**config.mk**
```make
export PLATFORM = sky130hd
export DESIGN_NAME = shell_command_line_tokenizer_top
export DESIGN_NICKNAME = d
export VERILOG_FILES = /design/src/rtl/sclt_pkg.sv /design/src/rtl/sclt_front.sv /design/src/rtl/sclt_queue.sv /design/src/rtl/sclt_back.sv /design/src/rtl/shell_command_line_tokenizer_top.sv
export SDC_FILE = /design/constraint.sdc
export NUM_CORES = 1
export LEC_CHECK = 0
export BUFFER_PORTS_ARGS = -buffer_cell sky130_fd_sc_hd__clkbuf_2
export CAP_MARGIN = 20
export CORE_ASPECT_RATIO = 0.5
export CORE_MARGIN = 8
export CORE_UTILIZATION = 45
export CTS_CLUSTER_SIZE = 16
export DETAILED_ROUTE_END_ITERATION = 10
export PLACE_DENSITY = 0.59
export RECOVER_POWER = 100
export SYNTH_ARGS = -nofsm -noshare
export SYNTH_HDL_FRONTEND = slang
export SYNTH_SLANG_ARGS = --single-unit
```
**constraint.sdc**
```tcl
create_clock -name clk -period 7.9 [get_ports clk]
set_input_delay 1.185 -clock clk [delete_from_list [all_inputs] [get_ports clk]]
set_output_delay 1.185 -clock clk [all_outputs]
set_load 0.02 [all_outputs]
```
**src/rtl/sclt_pkg.sv**
```systemverilog
`timescale 1ns / 1ps
// ----------------------------------------------------------------------------
// sclt_pkg
// Shared types and constants of the command line tokenizer: token kinds,
// character codes and the per-byte result record that crosses the queue.
// ----------------------------------------------------------------------------
package sclt_pkg;

	localparam int MaxRes = 3;                 // results one byte can cause
	localparam int QDepth = 4;                 // record queue depth
	localparam int QPtrW  = $clog2(QDepth);

	localparam logic [2:0] KindByte    = 3'd0;
	localparam logic [2:0] KindEndWord = 3'd1;
	localparam logic [2:0] KindPipe    = 3'd2;
	localparam logic [2:0] KindEndCmd  = 3'd3;
	localparam logic [2:0] KindLineOk  = 3'd4;
	localparam logic [2:0] KindLineErr = 3'd5;

	localparam logic [7:0] ChNul     = 8'h00;
	localparam logic [7:0] ChSqOpen  = 8'h01;
	localparam logic [7:0] ChSqClose = 8'h02;
	localparam logic [7:0] ChTab     = 8'h09;
	localparam logic [7:0] ChNl      = 8'h0A;
	localparam logic [7:0] ChVt      = 8'h0B;
	localparam logic [7:0] ChFf      = 8'h0C;
	localparam logic [7:0] ChCr      = 8'h0D;
	localparam logic [7:0] ChSpace   = 8'h20;
	localparam logic [7:0] ChDquote  = 8'h22;
	localparam logic [7:0] ChHash    = 8'h23;
	localparam logic [7:0] ChDollar  = 8'h24;
	localparam logic [7:0] ChSquote  = 8'h27;
	localparam logic [7:0] ChSemi    = 8'h3B;
	localparam logic [7:0] ChBslash  = 8'h5C;
	localparam logic [7:0] ChBtick   = 8'h60;
	localparam logic [7:0] ChPipe    = 8'h7C;

	// results caused by one input byte, slot 0 first
	typedef struct packed {
		logic [1:0]                  count;
		logic [MaxRes-1:0][2:0]      kind;
		logic [MaxRes-1:0][7:0]      chr;
	} rec_t;

endpackage

```
**src/rtl/sclt_front.sv**
```systemverilog
`timescale 1ns / 1ps
// ----------------------------------------------------------------------------
// sclt_front
// Takes one byte per cycle while the queue has room, updates the quoting and
// word state and builds each byte's result record. Empty records are not queued.
// ----------------------------------------------------------------------------
module sclt_front import sclt_pkg::*; (
	input  logic       clk,
	input  logic       arst_n,
	input  logic       item_valid,
	output logic       item_ready,
	input  logic [7:0] char_in,
	input  logic       q_ready,
	output logic       q_push,
	output rec_t       q_rec
);

	typedef struct packed {
		logic sq;
		logic dq;
		logic esc;
		logic dqb;
		logic cmt;
		logic wb;
		logic cw;
	} tok_state_t;

	tok_state_t st_q;
	tok_state_t nx;
	rec_t       rec;
	logic [1:0] cnt;
	logic       done;
	logic       quoted;
	logic       accept;

	assign item_ready = q_ready;
	assign accept     = item_valid && item_ready;

	always_comb begin
		nx     = st_q;
		rec    = '0;
		cnt    = 2'd0;
		done   = 1'b0;
		quoted = 1'b0;
		if (char_in == ChNul) begin
			if (st_q.sq || st_q.dq || st_q.esc || st_q.dqb) begin
				rec.kind[cnt] = KindLineErr;
				cnt = cnt + 2'd1;
			end else begin
				if (st_q.wb) begin
					rec.kind[cnt] = KindEndWord;
					cnt = cnt + 2'd1;
				end
				if (st_q.wb || st_q.cw) begin
					rec.kind[cnt] = KindEndCmd;
					cnt = cnt + 2'd1;
				end
				rec.kind[cnt] = KindLineOk;
				cnt = cnt + 2'd1;
			end
			nx = '0;
		end else begin
			if (nx.cmt) begin
				if (char_in != ChNl)
					done = 1'b1;
				else
					nx.cmt = 1'b0;
			end
			if (!done && nx.esc) begin
				nx.esc = 1'b0;
				rec.kind[cnt] = KindByte;
				rec.chr[cnt]  = char_in;
				cnt = cnt + 2'd1;
				nx.wb = 1'b1;
				done = 1'b1;
			end
			if (!done && nx.dqb) begin
				nx.dqb = 1'b0;
				rec.kind[cnt] = KindByte;
				nx.wb = 1'b1;
				if (char_in == ChDollar || char_in == ChBtick || char_in == ChDquote ||
				    char_in == ChBslash || char_in == ChNl) begin
					rec.chr[cnt] = char_in;
					done = 1'b1;
				end else begin
					rec.chr[cnt] = ChBslash;
				end
				cnt = cnt + 2'd1;
			end
			quoted = nx.sq || nx.dq;
			if (!done) begin
				priority if (char_in == ChBslash && !nx.sq) begin
					if (nx.dq)
						nx.dqb = 1'b1;
					else
						nx.esc = 1'b1;
				end else if (char_in == ChSquote && !nx.dq) begin
					rec.kind[cnt] = KindByte;
					rec.chr[cnt]  = nx.sq ? ChSqClose : ChSqOpen;
					cnt = cnt + 2'd1;
					nx.wb = 1'b1;
					nx.sq = !nx.sq;
				end else if (char_in == ChDquote && !nx.sq) begin
					nx.dq = !nx.dq;
				end else if (!quoted && char_in == ChHash) begin
					nx.cmt = 1'b1;
				end else if (!quoted && (char_in == ChNl || char_in == ChSemi)) begin
					if (nx.wb) begin
						rec.kind[cnt] = KindEndWord;
						cnt = cnt + 2'd1;
					end
					if (nx.wb || nx.cw) begin
						rec.kind[cnt] = KindEndCmd;
						cnt = cnt + 2'd1;
					end
					nx.wb = 1'b0;
					nx.cw = 1'b0;
				end else if (!quoted && (char_in == ChSpace || char_in == ChTab ||
				             char_in == ChVt || char_in == ChFf || char_in == ChCr)) begin
					if (nx.wb) begin
						rec.kind[cnt] = KindEndWord;
						cnt = cnt + 2'd1;
						nx.cw = 1'b1;
					end
					nx.wb = 1'b0;
				end else if (!quoted && char_in == ChPipe) begin
					if (nx.wb) begin
						rec.kind[cnt] = KindEndWord;
						cnt = cnt + 2'd1;
					end
					rec.kind[cnt] = KindPipe;
					cnt = cnt + 2'd1;
					nx.wb = 1'b0;
					nx.cw = 1'b1;
				end else begin
					rec.kind[cnt] = KindByte;
					rec.chr[cnt]  = char_in;
					cnt = cnt + 2'd1;
					nx.wb = 1'b1;
				end
			end
		end
		rec.count = cnt;
	end

	assign q_push = accept && (rec.count != 2'd0);
	assign q_rec  = rec;

	always_ff @(posedge clk or negedge arst_n) begin
		if (!arst_n) begin
			st_q <= '0;
		end else if (accept) begin
			st_q <= nx;
		end
	end

endmodule

```
**src/rtl/sclt_queue.sv**
```systemverilog
`timescale 1ns / 1ps
// ----------------------------------------------------------------------------
// sclt_queue
// Short record queue between the front and back parts.
// ----------------------------------------------------------------------------
module sclt_queue import sclt_pkg::*; (
	input  logic clk,
	input  logic arst_n,
	input  logic push,
	input  rec_t push_rec,
	output logic push_ready,
	input  logic pop,
	output rec_t head,
	output logic head_valid
);

	rec_t             mem_q [QDepth];
	logic [QPtrW-1:0] wr_ptr_q;
	logic [QPtrW-1:0] rd_ptr_q;
	logic [QPtrW:0]   count_q;
	logic             do_push;
	logic             do_pop;

	assign head_valid = (count_q != '0);
	assign push_ready = (count_q != (QPtrW+1)'(QDepth));
	assign head       = mem_q[rd_ptr_q];
	assign do_push    = push && push_ready;
	assign do_pop     = pop && head_valid;

	always_ff @(posedge clk) begin
		if (do_push)
			mem_q[wr_ptr_q] <= push_rec;
	end

	always_ff @(posedge clk or negedge arst_n) begin
		if (!arst_n) begin
			wr_ptr_q <= '0;
			rd_ptr_q <= '0;
			count_q  <= '0;
		end else begin
			if (do_push)
				wr_ptr_q <= wr_ptr_q + QPtrW'(1);
			if (do_pop)
				rd_ptr_q <= rd_ptr_q + QPtrW'(1);
			if (do_push && !do_pop)
				count_q <= count_q + (QPtrW+1)'(1);
			else if (do_pop && !do_push)
				count_q <= count_q - (QPtrW+1)'(1);
		end
	end

endmodule

```
**src/rtl/sclt_back.sv**
```systemverilog
`timescale 1ns / 1ps
// ----------------------------------------------------------------------------
// sclt_back
// Unrolls queued records through an output register, one token per cycle while token_ready is high.
// ----------------------------------------------------------------------------
module sclt_back import sclt_pkg::*; (
	input  logic       clk,
	input  logic       arst_n,
	input  rec_t       head,
	input  logic       head_valid,
	output logic       pop,
	output logic       token_valid,
	input  logic       token_ready,
	output logic [2:0] token_kind,
	output logic [7:0] char_out,
	output logic       last_of_run
);

	rec_t       cur_q;
	logic [1:0] idx_q;
	logic       cur_v_q;
	logic       valid_q;
	logic [2:0] kind_q;
	logic [7:0] chr_q;
	logic       last_q;
	logic       load;
	logic [1:0] idx_nx;

	assign load   = !valid_q || token_ready;
	assign pop    = load && !cur_v_q && head_valid;
	assign idx_nx = 2'(idx_q + 2'd1);

	always_ff @(posedge clk or negedge arst_n) begin
		if (!arst_n) begin
			valid_q <= 1'b0;
			cur_v_q <= 1'b0;
			idx_q   <= '0;
		end else if (load) begin
			if (cur_v_q) begin
				valid_q <= 1'b1;
				if (idx_nx == cur_q.count)
					cur_v_q <= 1'b0;
				idx_q <= idx_nx;
			end else if (head_valid) begin
				valid_q <= 1'b1;
				cur_v_q <= (head.count != 2'd1);
				idx_q   <= 2'd1;
			end else begin
				valid_q <= 1'b0;
			end
		end
	end

	always_ff @(posedge clk) begin
		if (load) begin
			if (cur_v_q) begin
				kind_q <= cur_q.kind[idx_q];
				chr_q  <= cur_q.chr[idx_q];
				last_q <= (idx_nx == cur_q.count);
			end else if (head_valid) begin
				cur_q  <= head;
				kind_q <= head.kind[0];
				chr_q  <= head.chr[0];
				last_q <= (head.count == 2'd1);
			end
		end
	end

	assign token_valid = valid_q;
	assign token_kind  = kind_q;
	assign char_out    = chr_q;
	assign last_of_run = last_q;

`ifndef SYNTHESIS
	// a partly sent record always has its earlier token on the output
	a_cur_has_out: assert property (@(posedge clk) disable iff (!arst_n)
		cur_v_q |-> valid_q && !last_q)
		else $error("record in progress without pending token");

	// the slot index stays inside the record
	a_idx_range: assert property (@(posedge clk) disable iff (!arst_n)
		cur_v_q |-> (idx_q < cur_q.count))
		else $error("slot index past record count");

	// no pop while a record is still being sent
	a_no_pop_busy: assert property (@(posedge clk) disable iff (!arst_n)
		cur_v_q |-> !pop)
		else $error("queue popped during a record");

	// only word bytes carry a character
	a_char_zero: assert property (@(posedge clk) disable iff (!arst_n)
		valid_q && (kind_q != KindByte) |-> (chr_q == ChNul))
		else $error("non-byte token with nonzero character");
`endif

endmodule

```
**src/rtl/shell_command_line_tokenizer_top.sv**
```systemverilog
`timescale 1ns / 1ps
// Path: the first token of a byte is written into the record queue and then loaded into
// the output register before it is valid.
// Throughput: one byte per cycle while the four-record queue has room; one token per
// cycle out of the output register while the receiver is ready.
// Bytes that cause no token take no queue slot and produce no output.
// Reset: asynchronous, clears the tokenizer state, the queue and the output register.
// ----------------------------------------------------------------------------
// shell_command_line_tokenizer_top
// Shell command line word tokenizer: front classifier, record queue and
// token serializer.
// ----------------------------------------------------------------------------
module shell_command_line_tokenizer_top import sclt_pkg::*; (
	input  logic       clk,
	input  logic       arst_n,
	input  logic       item_valid,
	output logic       item_ready,
	input  logic [7:0] char_in,
	output logic       token_valid,
	input  logic       token_ready,
	output logic [2:0] token_kind,
	output logic [7:0] char_out,
	output logic       last_of_run
);

	logic q_push;
	logic q_ready;
	rec_t q_rec;
	rec_t q_head;
	logic q_head_valid;
	logic q_pop;

	sclt_front u_front (
		.clk        (clk),
		.arst_n     (arst_n),
		.item_valid (item_valid),
		.item_ready (item_ready),
		.char_in    (char_in),
		.q_ready    (q_ready),
		.q_push     (q_push),
		.q_rec      (q_rec)
	);

	sclt_queue u_queue (
		.clk        (clk),
		.arst_n     (arst_n),
		.push       (q_push),
		.push_rec   (q_rec),
		.push_ready (q_ready),
		.pop        (q_pop),
		.head       (q_head),
		.head_valid (q_head_valid)
	);

	sclt_back u_back (
		.clk         (clk),
		.arst_n      (arst_n),
		.head        (q_head),
		.head_valid  (q_head_valid),
		.pop         (q_pop),
		.token_valid (token_valid),
		.token_ready (token_ready),
		.token_kind  (token_kind),
		.char_out    (char_out),
		.last_of_run (last_of_run)
	);

endmodule

```
==> metrics.txt, run 1 <==
status=finished, violations left; failing checks=capacitance limit, slew limit; drt first pass iters=7; layout cells sized above 1=0.138; GRT Util Overall=0.148; number of buffers added on ports=25; Clk Latency, worst-skew pair=490 ps; PwrDens=349 nW/um2; synthesized area per cell=15.9 um2; Seq/Total Area, Yosys=0.695; Cells after Synth=550; Max FO, Critical Path=35; Root Buffer Master=clkbuf_16; Setup CP Type=input pin to register; FMAX=161 MHz; biggest area consumer among synthesized cells=edfxtp_1; Layout area overhead=12.7%; vias after detailed routing=4840; die area=24400 um2; Total Routed Length=18000 um; top_reg_cell synth=edfxtp_1; placer congestion estimate=0.876; maximum VDD drop=135 uV; final hold vios=0; Cell variety after synth=64; Max-cap violations=3; GR Overflow Total=0; Starting Density=0.454; DRC viols=0; NetSw=1030 uW; setup TNS=0 ps; hold_buf cts=0; hpwl dp=11600 um; flops & latches, synth=205; wire per inst=20.2 um; Hold Path Class=register to register; Int Power=2410 uW; Logic pwr share=0.260; pins over their slew limit=113; Post-synth ARST share=0.0878; IO Count=26; crit end category=register; YS warnings=0; Setup crit start kind=input pin; vias in the first global route=4759; Die Wd=213 um; Yosys top cell area share=0.643; total CTS buffers=20; power share of the sequential group=0.472; placed insts=855; worst path required time=7970 ps; Worst-path clk slew=60 ps; placement row count=36; main area contributors after synthesis=edfxtp_1, mux4_2, dfrtp_1, a21oi_1, nor2_1; largest net degree at the start of global routing=39; H-tree depth=1; CTS tree=done; EDFF count, synth=187; max_slew headroom=-1.08; Via-to-Cell Ratio=5.43; clock sinks=205; post-layout net count=633; r2r setup slk=2990 ps; Sw Ratio=0.300; Setup Fix Bufs, Post-CTS=0; RSZ-0062 raised after global routing=no; critical path arrival=6270 ps; Post-Route Utilization=0.512; slew at the pin with the worst max-slew slack=3130 ps; initial DRC count=460; crit path time final=6200 ps; LEAKAGE=0.00340 uW; core area=19200 um2; number of antenna violations at the first check in global routing=1; Final Setup Violations=0; final worst path period share=0.784; number of routed nets with antenna violations=0; Clk pwr share=0.268; Layout Cells excl Fill=892; clock buffer depth=3; Post-Syn Area=8730 um2; PostCTS Resize Cnt=0; global-route wire length before repair=27800 um; final clock skew=14.0 ps; die height=115 um
-- synth_stat cells, drive strengths merged, types with 6 or more instances --
cell and number:
edfxtp 187, mux2i 11, or3 6, inv 19, dfrtp 18, xnor2 7, nand2b 8, nand3 6
nand2 22, nor3 10, a21oi 41, buf 6, ha 9, o21ai 19, nor2 52, a21o 6
mux4 35, and2 10, clkbuf 18
-- cells by family after synthesis --
| logic type | Yosys count | share of synthesized area |
|---|---|---|
| AOI/OAI and AO/OA | 101 | 0.0807 |
| xor gates and xnor gates | 10 | 0.0100 |
| adders and majority gates | 10 | 0.0152 |
| buffers and inverters | 43 | 0.0195 |
| DFF | 205 | 0.695 |
| muxes | 48 | 0.106 |
| other | 1 | 0.000429 |
| and+or+nand+nor | 132 | 0.0738 |
-- registers in the layout (all words and copies together) (netlist names), 3 cells and up --
name,cells
u_queue.mem_q,140
u_back.token_kind,3
u_back.cur_q,35
u_back.char_out,8
u_queue.count_q,3
u_front.st_q,7
-- per-stage QoR --
stage / cell area (um2) / setup slack (ps) / total power, uW / hold WS (ps)
floorplan: 8850 / 2430 / 2260 / 464
global placement: 9270 / 2160 / 2540 / 487
detailed placement: 9270 / 2060 / 2560 / 490
CTS: 9910 / 2570 / 3480 / 501
global route: 9840 / 1160 / 3610 / 529
finish: 9840 / 1700 / 3440 / 510
-- critical path, cell delays in order --
cell,delay [ps]
clkbuf_1,150
or3_1,520
o41ai_1,710
nand2_1,210
ha_1,490
inv_1,160
xnor2_1,200
ha_1,300
nor2b_1,60
a2111oi_4,430
nand3_1,120
o31ai_1,250
and2_1,1460
-- power groups by stage --
stage,Clock (uW),Sequential [uW],Combinational [uW]
final,920,1620,893
after global routing,980,1650,987
after CTS,937,1620,917
after detailed placement,0,1650,913
after global placement,0,1640,903
after floorplan,0,1630,631
-- layer usage --
layer / global-route usage / share of wire
met1: 0.226 / 0.50
met2: 0.215 / 0.42
met3: 0.0322 / 0.060
met4: 0.0284 / 0.015
met5: 0 / 0
-- layout make-up --
class | instances | area (um2)
Timing Repair Buffer | 32 | 144
Clock inverter | 4 | 28.8
Fill cell | 1612 | 9390
Multi-Input combinational cell | 333 | 2590
Inverter | 19 | 71.3
Sequential cell | 205 | 6070
Tap cell | 266 | 333
Antenna cell | 1 | 2.50
Clock buffer | 32 | 607
-- worst paths after layout --
kind / cells after the start / startpoint / end
max: 13 / char_in[4] / u_queue.mem_q[1][16]
min: 1 / u_queue.count_q[2] / u_queue.count_q[2]
max reg2reg: 7 / u_front.st_q[6] / u_queue.mem_q[1][16]
min reg2reg: 1 / u_queue.count_q[2] / u_queue.count_q[2]
max in group asynchronous: 1 / arst_n / u_queue.rd_ptr_q[0]
min in group asynchronous: 1 / arst_n / u_front.st_q[3]
-- cell usage in the layout (no fill, tap or decap), types with 6 or more instances in the layout --
cell type / Yosys / final
a21o_1: 6 / 6
a21oi_1: 39 / 40
and2_0: 0 / 6
clkbuf_1: 18 / 28
clkbuf_16: 0 / 21
clkbuf_2: 0 / 7
conb_1: 1 / 32
dfrtp_1: 18 / 17
edfxtp_1: 187 / 187
ha_1: 9 / 9
inv_1: 19 / 19
mux2i_1: 11 / 11
mux4_2: 35 / 35
nand2_1: 22 / 22
nand2b_1: 8 / 8
nand3_1: 6 / 6
nor2_1: 51 / 51
nor3_1: 9 / 9
o21ai_0: 17 / 19
or3_1: 6 / 6
xnor2_1: 7 / 7
No activity file was read; power rests on OpenSTA's default activity.
==> run 2: changes to the inputs <==
Settings changed: PLACE_DENSITY 0.59 to 0.61.
Clock period 7.9 ns to 5.4 ns, I/O delays scaled along.
==> run 2 against run 1 <==
- the flow still finishes with violations (capacitance limit, slew limit)
- count of clock-buffer cells in the layout down 8
- sequential power up 49%
- largest power group unchanged
- first-iteration DRC count down 0.87%
==> metrics.txt, run 2 (synthesis gave the netlist of run 1 again) <==
placement row count=36; Layout area overhead=13.7%; Final Setup Violations=0; Starting Density=0.454; DRC viols=0; PwrDens=508 nW/um2; Power, Total=5050 uW; CTS tree=done; hpwl dp=11600 um; die area=24400 um2; Via-to-Cell Ratio=5.42; clock sinks=205; crit path time final=4760 ps; status=finished, violations left; global-route wire length before repair=28400 um; post-layout net count=641; IO Count=26; max_slew headroom=-0.475; CP peak stage delay=820 ps; fill count=1608; worst setup margin=641 ps; clock buffer depth=3; most used cell along the critical path=ha_1; Layout Cells excl Fill=896; largest net degree at the start of global routing=39; Setup Fix Bufs, Post-CTS=0; initial DRC count=456; hold_buf cts=0; Total Routed Length=18200 um; final clock skew=17.4 ps; total CTS buffers=20; failing checks=capacitance limit, slew limit; pins over their slew limit=60; maximum VDD drop=182 uV; Setup CP Type=input pin to register; worst slack, placed=310 ps; max reg flops=140; Setup crit start kind=input pin; Clk Latency, worst-skew pair=490 ps; GR Overflow Total=0; antenna cell count=0; Crit-path slowest cell=clkbuf_2; Top Family by Delay on Critical Path=simple AND/OR/NAND/NOR gates; vias in the first global route=4819; number of buffers added on ports=25; PostCTS Resize Cnt=0; layout cells sized above 1=0.146; commonest non-fill, non-tap cell in the layout=edfxtp_1; crit end category=register; placer congestion estimate=0.864; WP buf/inv=3; die height=115 um; Root Buffer Master=clkbuf_16; Reg with most FFs=u_queue.mem_q; core area=19200 um2; FMAX=210 MHz; critical-path cell list=clkbuf_1 -> or3_1 -> o41ai_1 -> nand2_1 -> ha_1 -> inv_1 -> xnor2_1 -> ha_1 -> nor2b_1 -> a2111oi_4 -> nand3_1 -> o31ai_4 -> and2_2 -> clkbuf_2; slew at the pin with the worst max-slew slack=2210 ps; Max FO, Critical Path=35; most frequent cells in the layout=edfxtp_1, nor2_1, a21oi_1, mux4_2, conb_1; number of antenna violations at the first check in global routing=0; vias after detailed routing=4853; worst path required time=5500 ps; Post-Route Utilization=0.516; critical path arrival=4860 ps; Die Wd=213 um; H-tree depth=1; Max-cap violations=2; final worst path period share=0.881; wire per inst=20.3 um; final hold vios=0; GRT Util Overall=0.152; setup TNS=0 ps; drt first pass iters=5; Hold Path Class=input pin to asynchronous set/reset pin; placed insts=862; number of routed nets with antenna violations=0; RSZ-0062 raised after global routing=no; Worst-path clk slew=60 ps; LEAKAGE=0.00345 uW
[run 2: through the flow]
stage | hold WS [ps] | instance area, um2
finish | 516 | 9930
global route | 553 | 9930
CTS | 300 | 10000
detailed placement | 509 | 9380
global placement | 484 | 9370
floorplan | 464 | 8850
[run 2: layout make-up]
type                    count  area, um2  share of cell area
multi-input cells         333       2590               0.261
clock buffers              24        546              0.0549
well taps                 266        333              0.0335
flip-flops and latches    205       6070               0.611
inverters                  19       71.3             0.00718
repair buffers             40        215              0.0217
clock inverters             9        106              0.0107
[run 2: per-layer routing]
layer	track usage	share of wire
met5	0	0
met1	0.224	0.48
met4	0.0293	0.011
met2	0.233	0.45
met3	0.0281	0.062
[run 2: worst paths after layout]
check,from,endpoint,slack [ps],depth (start not counted)
max,char_in[4],u_queue.mem_q[0][32],640,14
min,arst_n,u_back.token_valid,520,1
max reg2reg,u_back.cur_v_q,u_queue.count_q[1],930,8
min reg2reg,u_queue.count_q[2],u_queue.count_q[2],520,1
max in group asynchronous,arst_n,u_front.st_q[0],4210,1
min in group clk,u_queue.count_q[2],u_queue.count_q[2],520,1
[run 2: report_power, final]
group          switching, uW  internal [uW]
clock                    569            815
combinational            728            525
sequential               198           2220
